File: config.mk
export PLATFORM = sky130hd
export DESIGN_NAME = decimal_number_entry
export DESIGN_NICKNAME = d
export VERILOG_FILES = /design/src/dne_pkg.sv /design/src/dne_ram.sv /design/src/dne_mac.sv /design/src/decimal_number_entry.sv
export SDC_FILE = /design/constraint.sdc
export NUM_CORES = 1
export LEC_CHECK = 0
export CAP_MARGIN = 10
export CORE_MARGIN = 3
export CORE_UTILIZATION = 60
export CTS_BUF_LIST = sky130_fd_sc_hd__clkbuf_2
export DETAILED_ROUTE_END_ITERATION = 10
export DONT_BUFFER_PORTS = 1
export PLACE_DENSITY = 0.87
export SYNTH_ARGS = -nofsm -noshare
export SYNTH_HDL_FRONTEND = slang
export SYNTH_HIERARCHICAL = 1
export SYNTH_SLANG_ARGS = --single-unit
File: constraint.sdc
create_clock -name clk -period 4 [get_ports clk]
set_clock_uncertainty 0.05 [all_clocks]
set_input_delay 0 -clock clk [delete_from_list [all_inputs] [get_ports clk]]
set_output_delay 0 -clock clk [all_outputs]
set_load 0.02 [all_outputs]
File: src/dne_pkg.sv
// dne_pkg: shared types and constants for the decimal number entry block
// character codes, sequencer states, accumulator width and int32 limits
// no dependencies
`default_nettype none

package dne_pkg;

	// character codes
	localparam logic [7:0] KEY_BS    = 8'd8;
	localparam logic [7:0] KEY_LF    = 8'd10;
	localparam logic [7:0] KEY_CR    = 8'd13;
	localparam logic [7:0] KEY_MINUS = 8'd45;
	localparam logic [7:0] KEY_ZERO  = 8'd48;
	localparam logic [7:0] KEY_NINE  = 8'd57;

	// result kinds
	localparam logic KIND_ECHO   = 1'b0;
	localparam logic KIND_NUMBER = 1'b1;

	// register indexes
	localparam logic REG_MAX_DIGITS = 1'b0;
	localparam logic REG_SATURATE   = 1'b1;

	// eleven decimal digits fit in 37 bits
	localparam int unsigned ACC_W = 37;

	localparam logic [ACC_W-1:0] POS_LIMIT = 37'd2147483647;
	localparam logic [ACC_W-1:0] NEG_LIMIT = 37'd2147483648;
	localparam logic [31:0]      INT_MAX_BITS = 32'h7FFF_FFFF;
	localparam logic [31:0]      INT_MIN_BITS = 32'h8000_0000;

	typedef enum logic [2:0] {
		ST_IDLE,
		ST_EVAL,
		ST_PRIME,
		ST_MAC,
		ST_FINISH
	} state_t;

	typedef enum logic [2:0] {
		ACT_NONE,
		ACT_BACK,
		ACT_MINUS,
		ACT_DIGIT,
		ACT_CONVERT
	} action_t;

	// control from the sequencer to the accumulate unit
	typedef struct packed {
		logic clear;
		logic step;
	} mac_ctrl_t;

endpackage

`default_nettype wire

File: src/dne_ram.sv
// dne_ram: generic single-write, single-read RAM with registered read data
// no dependencies
`default_nettype none

module dne_ram #(
	parameter int unsigned WIDTH = 4,
	parameter int unsigned DEPTH = 11
) (
	input  wire logic                                  clk,
	input  wire logic                                  we,
	input  wire logic [(DEPTH > 1 ? $clog2(DEPTH) : 1)-1:0] waddr,
	input  wire logic [WIDTH-1:0]                      wdata,
	input  wire logic [(DEPTH > 1 ? $clog2(DEPTH) : 1)-1:0] raddr,
	output logic      [WIDTH-1:0]                      rdata
);

	logic [WIDTH-1:0] mem [DEPTH];

	always_ff @(posedge clk) begin
		if (we) begin
			mem[waddr] <= wdata;
		end
		rdata <= mem[raddr];
	end

endmodule

`default_nettype wire

File: src/dne_mac.sv
// dne_mac: shared multiply-by-ten-and-add accumulator with int32 finishing
// (wrap or saturate, then sign); depends on dne_pkg
`default_nettype none

module dne_mac import dne_pkg::*; (
	input  wire logic         clk,
	input  wire mac_ctrl_t    ctrl,
	input  wire logic [3:0]   digit,
	input  wire logic         negative,
	input  wire logic         saturate,
	output logic signed [31:0] value
);

	logic [ACC_W-1:0] acc_q;
	logic [31:0]      low;

	// acc * 10 as (acc << 3) + (acc << 1)
	always_ff @(posedge clk) begin
		if (ctrl.clear) begin
			acc_q <= '0;
		end else if (ctrl.step) begin
			acc_q <= (acc_q << 3) + (acc_q << 1) + ACC_W'(digit);
		end
	end

	always_comb begin
		low = acc_q[31:0];
		if (saturate && !negative && acc_q > POS_LIMIT) begin
			value = INT_MAX_BITS;
		end else if (saturate && negative && acc_q > NEG_LIMIT) begin
			value = INT_MIN_BITS;
		end else if (negative) begin
			value = 32'd0 - low;
		end else begin
			value = low;
		end
	end

endmodule

`default_nettype wire

File: src/decimal_number_entry.sv
// decimal_number_entry: top level of the line-edited signed decimal entry block
// depends on dne_pkg, dne_ram (digit store) and dne_mac (shared accumulator)
`default_nettype none

// Characters come in one item at a time on key_*, and results leave on
// result_* through a single output register. Digits are kept in a small RAM,
// a leading minus sets the sign, backspace deletes the last character, and
// every character that changes the line is echoed as an item with
// result_kind 0. Enter on a non-empty line runs the stored digits through one
// shared multiply-by-ten accumulator, one digit per cycle, then wraps or clamps
// to int32 depending on the saturate register and sends the value with
// result_kind 1. The block takes one item at a time: it does not accept the
// next character until it is done with the last. Enter passes through a
// priming state for the registered RAM read and then the per-digit accumulate
// loop, which a lone minus skips along with the digit read. A result that is
// not taken holds the sequencer until the output register frees up. max_digits
// is clamped to 1..DIGIT_CAPACITY; lowering it mid-line keeps the digits
// already stored.
module decimal_number_entry import dne_pkg::*; #(
	parameter int unsigned DIGIT_CAPACITY = 11
) (
	input  wire logic        clk,
	input  wire logic        arst_n,
	// configuration
	input  wire logic        cfg_we,
	input  wire logic        cfg_index,
	input  wire logic [3:0]  cfg_data,
	// character items
	input  wire logic        key_valid,
	output logic             key_ready,
	input  wire logic [7:0]  key_char,
	// result items
	output logic             result_valid,
	input  wire logic        result_ready,
	output logic             result_kind,
	output logic [7:0]       echo_char,
	output logic signed [31:0] number_value
);

	localparam int unsigned LEN_W  = $clog2(DIGIT_CAPACITY + 1);
	localparam int unsigned ADDR_W = DIGIT_CAPACITY > 1 ? $clog2(DIGIT_CAPACITY) : 1;
	localparam logic [3:0]  CAP4   = 4'(DIGIT_CAPACITY);

	state_t            state_q, state_d;
	action_t           act;
	mac_ctrl_t         mac_ctrl;

	logic [3:0]        max_digits_q;
	logic              saturate_q;
	logic [7:0]        key_q;
	logic [LEN_W-1:0]  len_q;
	logic              minus_q;
	logic [LEN_W-1:0]  pos_q;

	logic              result_valid_q;
	logic              result_kind_q;
	logic [7:0]        echo_char_q;
	logic signed [31:0] number_value_q;

	logic              empty;
	logic [3:0]        limit;
	logic              is_digit;
	logic              out_free;
	logic              echo_load;
	logic              num_load;
	logic              store_we;
	logic              pos_clr;
	logic              pos_inc;
	logic [ADDR_W-1:0] rd_addr;
	logic [3:0]        rd_digit;
	logic signed [31:0] mac_value;

	// configuration registers
	always_ff @(posedge clk or negedge arst_n) begin
		if (!arst_n) begin
			max_digits_q <= 4'd11;
			saturate_q   <= 1'b0;
		end else if (cfg_we) begin
			unique case (cfg_index)
				REG_MAX_DIGITS: max_digits_q <= cfg_data;
				REG_SATURATE:   saturate_q   <= cfg_data[0];
				default:        max_digits_q <= max_digits_q;
			endcase
		end
	end

	// effective digit limit, clamped to 1..capacity
	always_comb begin
		if (max_digits_q > CAP4) begin
			limit = CAP4;
		end else if (max_digits_q == 4'd0) begin
			limit = 4'd1;
		end else begin
			limit = max_digits_q;
		end
	end

	assign empty    = (len_q == '0) && !minus_q;
	assign is_digit = (key_q >= KEY_ZERO) && (key_q <= KEY_NINE);
	assign out_free = !result_valid_q || result_ready;

	// what the held character does to the line
	always_comb begin
		priority if (key_q == KEY_LF || key_q == KEY_CR) begin
			act = empty ? ACT_NONE : ACT_CONVERT;
		end else if (key_q == KEY_BS) begin
			act = empty ? ACT_NONE : ACT_BACK;
		end else if (key_q == KEY_MINUS) begin
			act = empty ? ACT_MINUS : ACT_NONE;
		end else if (is_digit && (4'(len_q) < limit)) begin
			act = ACT_DIGIT;
		end else begin
			act = ACT_NONE;
		end
	end

	// next state
	always_comb begin
		state_d = state_q;
		unique case (state_q)
			ST_IDLE: begin
				if (key_valid) begin
					state_d = ST_EVAL;
				end
			end
			ST_EVAL: begin
				unique case (act)
					ACT_NONE:    state_d = ST_IDLE;
					ACT_CONVERT: state_d = (len_q == '0) ? ST_FINISH : ST_PRIME;
					default:     state_d = out_free ? ST_IDLE : ST_EVAL;
				endcase
			end
			ST_PRIME: state_d = ST_MAC;
			ST_MAC: begin
				if (pos_q == len_q) begin
					state_d = ST_FINISH;
				end
			end
			ST_FINISH: begin
				if (out_free) begin
					state_d = ST_IDLE;
				end
			end
			default: state_d = ST_IDLE;
		endcase
	end

	// sequencer outputs
	always_comb begin
		key_ready      = (state_q == ST_IDLE);
		mac_ctrl.clear = (state_q == ST_EVAL) && (act == ACT_CONVERT);
		mac_ctrl.step  = (state_q == ST_MAC);
		echo_load      = (state_q == ST_EVAL) && out_free
			&& (act == ACT_BACK || act == ACT_MINUS || act == ACT_DIGIT);
		store_we       = (state_q == ST_EVAL) && out_free && (act == ACT_DIGIT);
		num_load       = (state_q == ST_FINISH) && out_free;
		pos_clr        = mac_ctrl.clear;
		pos_inc        = (state_q == ST_PRIME) || (state_q == ST_MAC);
	end

	always_ff @(posedge clk or negedge arst_n) begin
		if (!arst_n) begin
			state_q <= ST_IDLE;
		end else begin
			state_q <= state_d;
		end
	end

	// held character
	always_ff @(posedge clk) begin
		if (key_valid && key_ready) begin
			key_q <= key_char;
		end
	end

	// line state: digit count and sign
	always_ff @(posedge clk or negedge arst_n) begin
		if (!arst_n) begin
			len_q   <= '0;
			minus_q <= 1'b0;
		end else if (num_load) begin
			len_q   <= '0;
			minus_q <= 1'b0;
		end else if (echo_load) begin
			unique case (act)
				ACT_DIGIT: len_q <= len_q + 1'b1;
				ACT_MINUS: minus_q <= 1'b1;
				ACT_BACK: begin
					if (len_q != '0) begin
						len_q <= len_q - 1'b1;
					end else begin
						minus_q <= 1'b0;
					end
				end
				default: len_q <= len_q;
			endcase
		end
	end

	// read pointer; the RAM runs one digit ahead of the accumulator
	always_ff @(posedge clk or negedge arst_n) begin
		if (!arst_n) begin
			pos_q <= '0;
		end else if (pos_clr) begin
			pos_q <= '0;
		end else if (pos_inc) begin
			pos_q <= pos_q + 1'b1;
		end
	end

	assign rd_addr = (pos_q < LEN_W'(DIGIT_CAPACITY)) ? pos_q[ADDR_W-1:0] : '0;

	dne_ram #(
		.WIDTH(4),
		.DEPTH(DIGIT_CAPACITY)
	) u_digits (
		.clk  (clk),
		.we   (store_we),
		.waddr(len_q[ADDR_W-1:0]),
		.wdata(key_q[3:0]),
		.raddr(rd_addr),
		.rdata(rd_digit)
	);

	dne_mac u_mac (
		.clk     (clk),
		.ctrl    (mac_ctrl),
		.digit   (rd_digit),
		.negative(minus_q),
		.saturate(saturate_q),
		.value   (mac_value)
	);

	// output register
	always_ff @(posedge clk or negedge arst_n) begin
		if (!arst_n) begin
			result_valid_q <= 1'b0;
		end else if (num_load || echo_load) begin
			result_valid_q <= 1'b1;
		end else if (result_ready) begin
			result_valid_q <= 1'b0;
		end
	end

	always_ff @(posedge clk) begin
		if (num_load) begin
			result_kind_q  <= KIND_NUMBER;
			echo_char_q    <= 8'd0;
			number_value_q <= mac_value;
		end else if (echo_load) begin
			result_kind_q  <= KIND_ECHO;
			echo_char_q    <= key_q;
			number_value_q <= 32'sd0;
		end
	end

	assign result_valid = result_valid_q;
	assign result_kind  = result_kind_q;
	assign echo_char    = echo_char_q;
	assign number_value = number_value_q;

endmodule

`default_nettype wire

Word level (Yosys, flattened, before mapping)
Memory sizes are Yosys's and may differ from the RTL's. A register that Yosys moved wholly into a read port is not among the register bits.
Cells that the tools add are included.
Widths: inputs -> output; s select.
{"block": "word_totals", "ram_bits": 44, "out_inout_bits": 43, "input_bits": 18, "reg_bits": 104, "n_memories": 1}
{"memory": "u_digits.mem", "depth": 11, "width": 4, "rd": 1, "rd_ports_with_merged_regs": 1, "write_ports": 1, "line_no": "dne_ram.sv:17", "rtl": "logic [WIDTH-1:0] mem [DEPTH];"}
{"block": "classes", "muxes": 36, "reduce_logical": 36, "n_addsub": 6, "bitwise": 1, "magnitude_cmp": 7, "n_eq_ne": 18}
{"operator": "$mux 32", "n": 5}
{"operator": "$add 37x37->37", "n": 1}
{"operator": "$add 37x4->37", "n": 1}
{"operator": "$gt 37x31->1 const B", "n": 1}
{"operator": "$gt 37x32->1 const B", "n": 1}
{"operator": "$mux 4", "n": 8}
{"operator": "$sub 1x32->32 const A", "n": 1}
{"operator": "$eq 8x4->1 const B", "n": 3}
{"operator": "$mux 3", "n": 6}
{"operator": "$pmux 3 s5", "n": 1}
{"operator": "$logic_and 1x1->1", "n": 13}
{"operator": "$eq 3x2->1 const B", "n": 4}
{"operator": "$mux 1", "n": 9}
{"operator": "$reduce_and 3->1", "n": 3}
{"operator": "$add 4x1->4 const B", "n": 2}
{"operator": "$eq 8x6->1 const B", "n": 1}
{"operator": "$ge 8x6->1 const B", "n": 1}
{"operator": "$le 8x6->1 const B", "n": 1}
{"operator": "$logic_not 4->1", "n": 2}
{"operator": "$mux 2", "n": 4}
{"operator": "$pmux 4 s2", "n": 1}
{"operator": "$eq 3x1->1 const B", "n": 2}
{"operator": "$eq 3x3->1 const B", "n": 2}
{"operator": "$logic_not 3->1", "n": 2}
{"operator": "other kinds (18)", "n": 29}

Depth between registers and ports, before layout
{"block": "logic_depth", "word_depth": 15, "mapped_depth": 14, "mapped_depth_nobuf": 13}

Cells and area by module
Netlist, hierarchy kept.
{"mod": "dne_mac", "area_per_inst_um2": 4513.1, "cells_per_inst": 567, "instances": 1}
{"mod": "decimal_number_entry", "area_per_inst_um2": 2979.1, "cells_per_inst": 242, "instances": 1}
{"mod": "dne_ram", "area_per_inst_um2": 1875.5, "cells_per_inst": 104, "instances": 1}

Least setup slack after synthesis
No wires, ideal clock.
{"block": "synth_timing", "path_kind": "reg2reg", "start": "reg u_mac.acc_q[2]", "end": "reg u_mac.acc_q[34]", "t_arrival_ns": 3.246, "slack_ns": 0.619, "path_stages_with_launch": 14, "period_less_slack_ns": 3.381, "required_time_ns": 3.864, "path_buffers": 1, "path_cell_list": "dfxtp_1 > clkbuf_1 > inv_1 > fa_1 > fa_1 > nor2b_1 > o31ai_1 > a21oi_1 > o21ai_0 > a2111oi_0 > nor4_1 > o21ba_2 > xor2_1 > a211oi_1"}
{"block": "synth_via", "elab_chain_len": 2}
{"item": "from (decl)", "line_no": "dne_mac.sv:14", "rtl": "logic [ACC_W-1:0] acc_q;"}
{"item": "from (signal assigned)", "line_no": "dne_mac.sv:22", "rtl": "acc_q <= (acc_q << 3) + (acc_q << 1) + ACC_W'(digit);"}
{"item": "$add 37x37->37", "line_no": "dne_mac.sv:22"}
{"item": "$add 37x4->37", "line_no": "dne_mac.sv:22"}
Every way passes these cells.
A chain may end at the register's enable or synchronous reset.

Final worst setup path
{"block": "layout_timing", "start": "reg u_mac.acc_q[0]", "end": "reg u_mac.acc_q[34]"}
The elaborated chain is that of the path after synthesis.

==> results.json <==
{
  "status": "complete, no violations",
  "clock_sinks": 152,
  "drt_iter0_markers": 527,
  "period_needed_ns": 3.65,
  "dp.final_hpwl_um": 14500,
  "required_ns": 4.61,
  "crit_fanout": 7,
  "insertion_delay_ns": 0.76,
  "die_w_um": 131,
  "vias": 7182,
  "cts_buffers": 17,
  "cpMaxStageDelayCell": "a2111oi_1",
  "placed_cell_area_um2": 9570,
  "fin_nets": 1040,
  "maxSlewViolCount": 0,
  "place.gp.congestion": 0.976,
  "startpoint_type": "flop",
  "cp-end-kind": "flop",
  "grt_setup_unrepaired": "no",
  "diodes": 0,
  "synth_area_per_cell_um2": 10.3,
  "relSlewSlack_pct": 34.3,
  "ys_seq_area_share_pct": 42.5,
  "crit_top_cell": "fa_1",
  "htree_levels": 4,
  "grt_start_max_net_pins": 43,
  "max-vdd-ir-drop_uv": 378,
  "max_stage_delay_ns": 0.54,
  "fp.dieH_um": 131,
  "fin_util_pct": 66.6,
  "min_period_over_period_pct": 91.3,
  "clockBufferDepth": 2,
  "max_cap_violations": 0,
  "rows": 45,
  "hold_path.class": "in2reg",
  "power_density_nw_per_um2": 413,
  "critPathKind": "reg2reg",
  "portBuffers": 0,
  "core_area_um2": 15300,
  "drc": 0,
  "firstDrtPassIters": 5,
  "yosysUniqueCellTypes": 72,
  "grt_overflow": 0,
  "power.leakage_nw": 4.25,
  "fmaxAchievable_mhz": 274,
  "syn-num-nets": 1010,
  "stdcell_area_um2": 10200,
  "start_util_pct": 61.4,
  "synth_area_um2": 9370,
  "setup_viol": 0,
  "drive_above_1_share_pct": 8.26,
  "ioPinCount": 61,
  "clk_pin_slew_ns": 0.24,
  "fillerInstances": 1106,
  "grt_first_pass_wirelength_um": 34800,
  "async_reset_ff_share_pct": 11.8,
  "netlist_instances": 913,
  "grt_pass1_vias": 7136,
  "hold_violations": 0,
  "post_drt_wl_per_cell_um": 18.3,
  "routed_wl_um": 21300,
  "cts_setup_buffers": 0,
  "cp.arrival_ns": 4.27,
  "setup_tns_ns": 0,
  "path_cells": "inv_1, fa_1, fa_1, nor2b_1, o31ai_1, a21oi_1, o21ai_0, a2111oi_1, nor4_1, o21ba_2, xor2_1, a211oi_1",
  "clockRootBuffer": "clkbuf_2",
  "dpl_worst_slack_ns": 0.331,
  "synth_seq_cells": 152,
  "ys_warn_count": 6,
  "die_area_um2": 17100,
  "ant_nets": 0,
  "r2r_cells": 12,
  "worstMarginPinSlew_ns": 0.984,
  "holdWs_ns": 0.115,
  "fin_ws_ns": 0.348,
  "track_usage_pct": 25.6,
  "cts_tree": "done",
  "vias_per_cell": 6.15,
  "synth_flop_cell": "edfxtp_1",
  "r2r_slack_ns": 0.35,
  "synth_edf_count": 84,
  "hold_depth": 3,
  "antenna_found_initial": 0,
  "area_delta_synth_final_pct": 8.49
}
-- report_power, final --
part	switching [mW]	leakage, nW	internal [mW]
combinational	0.749	2.66	0.509
sequential	0.243	1.44	1.80
clock	0.590	0.142	0.300
total	1.58	4.25	2.61
-- cell families (layout without fill, tap and decap cells) --
kind of cell,Yosys count,in the layout,share of synthesized area (%)
flip-flops,152,152,42.5
AND/OR/NAND/NOR,298,298,16.8
multiplexers,64,64,7.48
buffers and inverters,51,94,2.24
XOR/XNOR,69,69,6.45
AO/OA/AOI/OAI,200,200,13.8
adder cells (fa/ha/maj),79,79,10.8
-- worst paths after layout --
check | to | from
max in group asynchronous | minus_q | arst_n
min reg2reg | u_mac/acc_q[36] | u_mac/acc_q[36]
max | u_mac/acc_q[34] | u_mac/acc_q[0]
min | result_valid | result_ready
min in group asynchronous | saturate_q | arst_n
max reg2reg | u_mac/acc_q[34] | u_mac/acc_q[0]
-- area by class of cell --
type / instances / area (µm²) / share of cell area (%)
Sequential cell: 152 / 3980 / 39.1
Inverter: 17 / 63.8 / 0.628
Timing Repair Buffer: 45 / 430 / 4.23
Multi-Input combinational cell: 710 / 5190 / 51.0
Clock inverter: 13 / 146 / 1.44
Clock buffer: 19 / 95.1 / 0.936
Tap cell: 211 / 264 / 2.60
-- timing repair --
action | 4_1_cts | 5_1_grt
setup endpoints to repair | 0 | 2
hold buffers | 34 | 0
endpoints found under the hold margin | 88 | 0
gates resized for setup | 0 | 1
-- placed cells by master (no fill, tap or decap), types with 12 or more instances in the layout --
master and instances:
edfxtp_1 84, ha_1 76, nand2_1 72, nor2_1 69
o21ai_0 57, mux2i_1 52, dfxtp_1 50, xor2_1 46
and2_1 39, a21oi_1 34, dlygate4sd3_1 34, xnor2_1 23
clkbuf_2 19, inv_1 17, nand2b_1 17, a21o_1 17
nand4_1 16, dfrtp_1 15, a211oi_1 12, o21ai_1 12
-- cell usage after synthesis, types with 4 or more instances --
| cell type | number | area [µm²] |
|---|---|---|
| and3_1 | 9 | 56.3 |
| mux2i_1 | 52 | 521 |
| inv_1 | 17 | 63.8 |
| a21oi_1 | 35 | 175 |
| o22ai_1 | 4 | 25.0 |
| mux2_2 | 8 | 90.1 |
| xor2_1 | 46 | 403 |
| edfxtp_1 | 84 | 2520 |
| dfxtp_1 | 50 | 1000 |
| ha_1 | 76 | 951 |
| nor3b_1 | 4 | 30.0 |
| nand3b_1 | 6 | 45.0 |
| nand2b_1 | 17 | 106 |
| a31oi_1 | 4 | 25.0 |
| o41ai_1 | 7 | 61.3 |
| xnor2_1 | 23 | 201 |
| a21o_1 | 17 | 128 |
| o211ai_1 | 7 | 52.6 |
| o21bai_1 | 6 | 45.0 |
| or3_1 | 6 | 37.5 |
| dfrtp_1 | 15 | 375 |
| nand3_1 | 6 | 30.0 |
| o21ai_0 | 57 | 285 |
| nor4_1 | 6 | 37.5 |
| and2_1 | 40 | 250 |
| clkbuf_1 | 25 | 93.8 |
| nor2_1 | 69 | 259 |
| or2_2 | 4 | 25.0 |
| o31ai_1 | 9 | 67.6 |
| nor2b_1 | 11 | 68.8 |
| nor3_1 | 10 | 50.1 |
| o21ai_1 | 12 | 60.1 |
| nand2_1 | 72 | 270 |
| o21a_1 | 8 | 60.1 |
| nand4_1 | 16 | 100 |
| mux4_2 | 4 | 90.1 |
| a211oi_1 | 12 | 90.1 |
-- through the flow --
| stage | total power, mW | instances |
|---|---|---|
| 2_1_floorplan | 2.92 | 913 |
| 3_3_place_gp | 3.19 | 1100 |
| 3_5_place_dp | 3.24 | 1100 |
| 4_1_cts | 4.15 | 1166 |
| 5_1_grt | 4.43 | 1167 |
| 6_report | 4.19 | 1167 |
-- routing by layer --
layer | track usage [%] | vias to the layer above | wire, µm
li1 | - | 3430 | -
met1 | 30.9 | 3437 | 8640
met2 | 44.3 | 253 | 10800
met3 | 5.53 | 62 | 1100
met4 | 10.8 | 0 | 780
met5 | 0 | - | 0
-- worst max-delay path: cells and delay by family, from the launching register on --
kind / cells / cell delay [ns]
AND/OR/NAND/NOR: 2 / 0.32
AO/OA/AOI/OAI: 6 / 1.47
buffers and inverters: 1 / 0.13
flip-flops: 1 / 0.49
adder cells (fa/ha/maj): 2 / 1.00
XOR/XNOR: 1 / 0.13
-- flip-flops by register name (all words and copies together), names as in the netlist --
signal / count
key_q: 8
len_q: 4
number_value: 32
pos_q: 4
u_digits/mem: 44
echo_char: 8
max_digits_q: 4
result_valid: 1
u_digits/rdata: 4
result_kind: 1
state_q: 3
minus_q: 1
saturate_q: 1
u_mac/acc_q: 37
(Power assumes the default switching activity.)
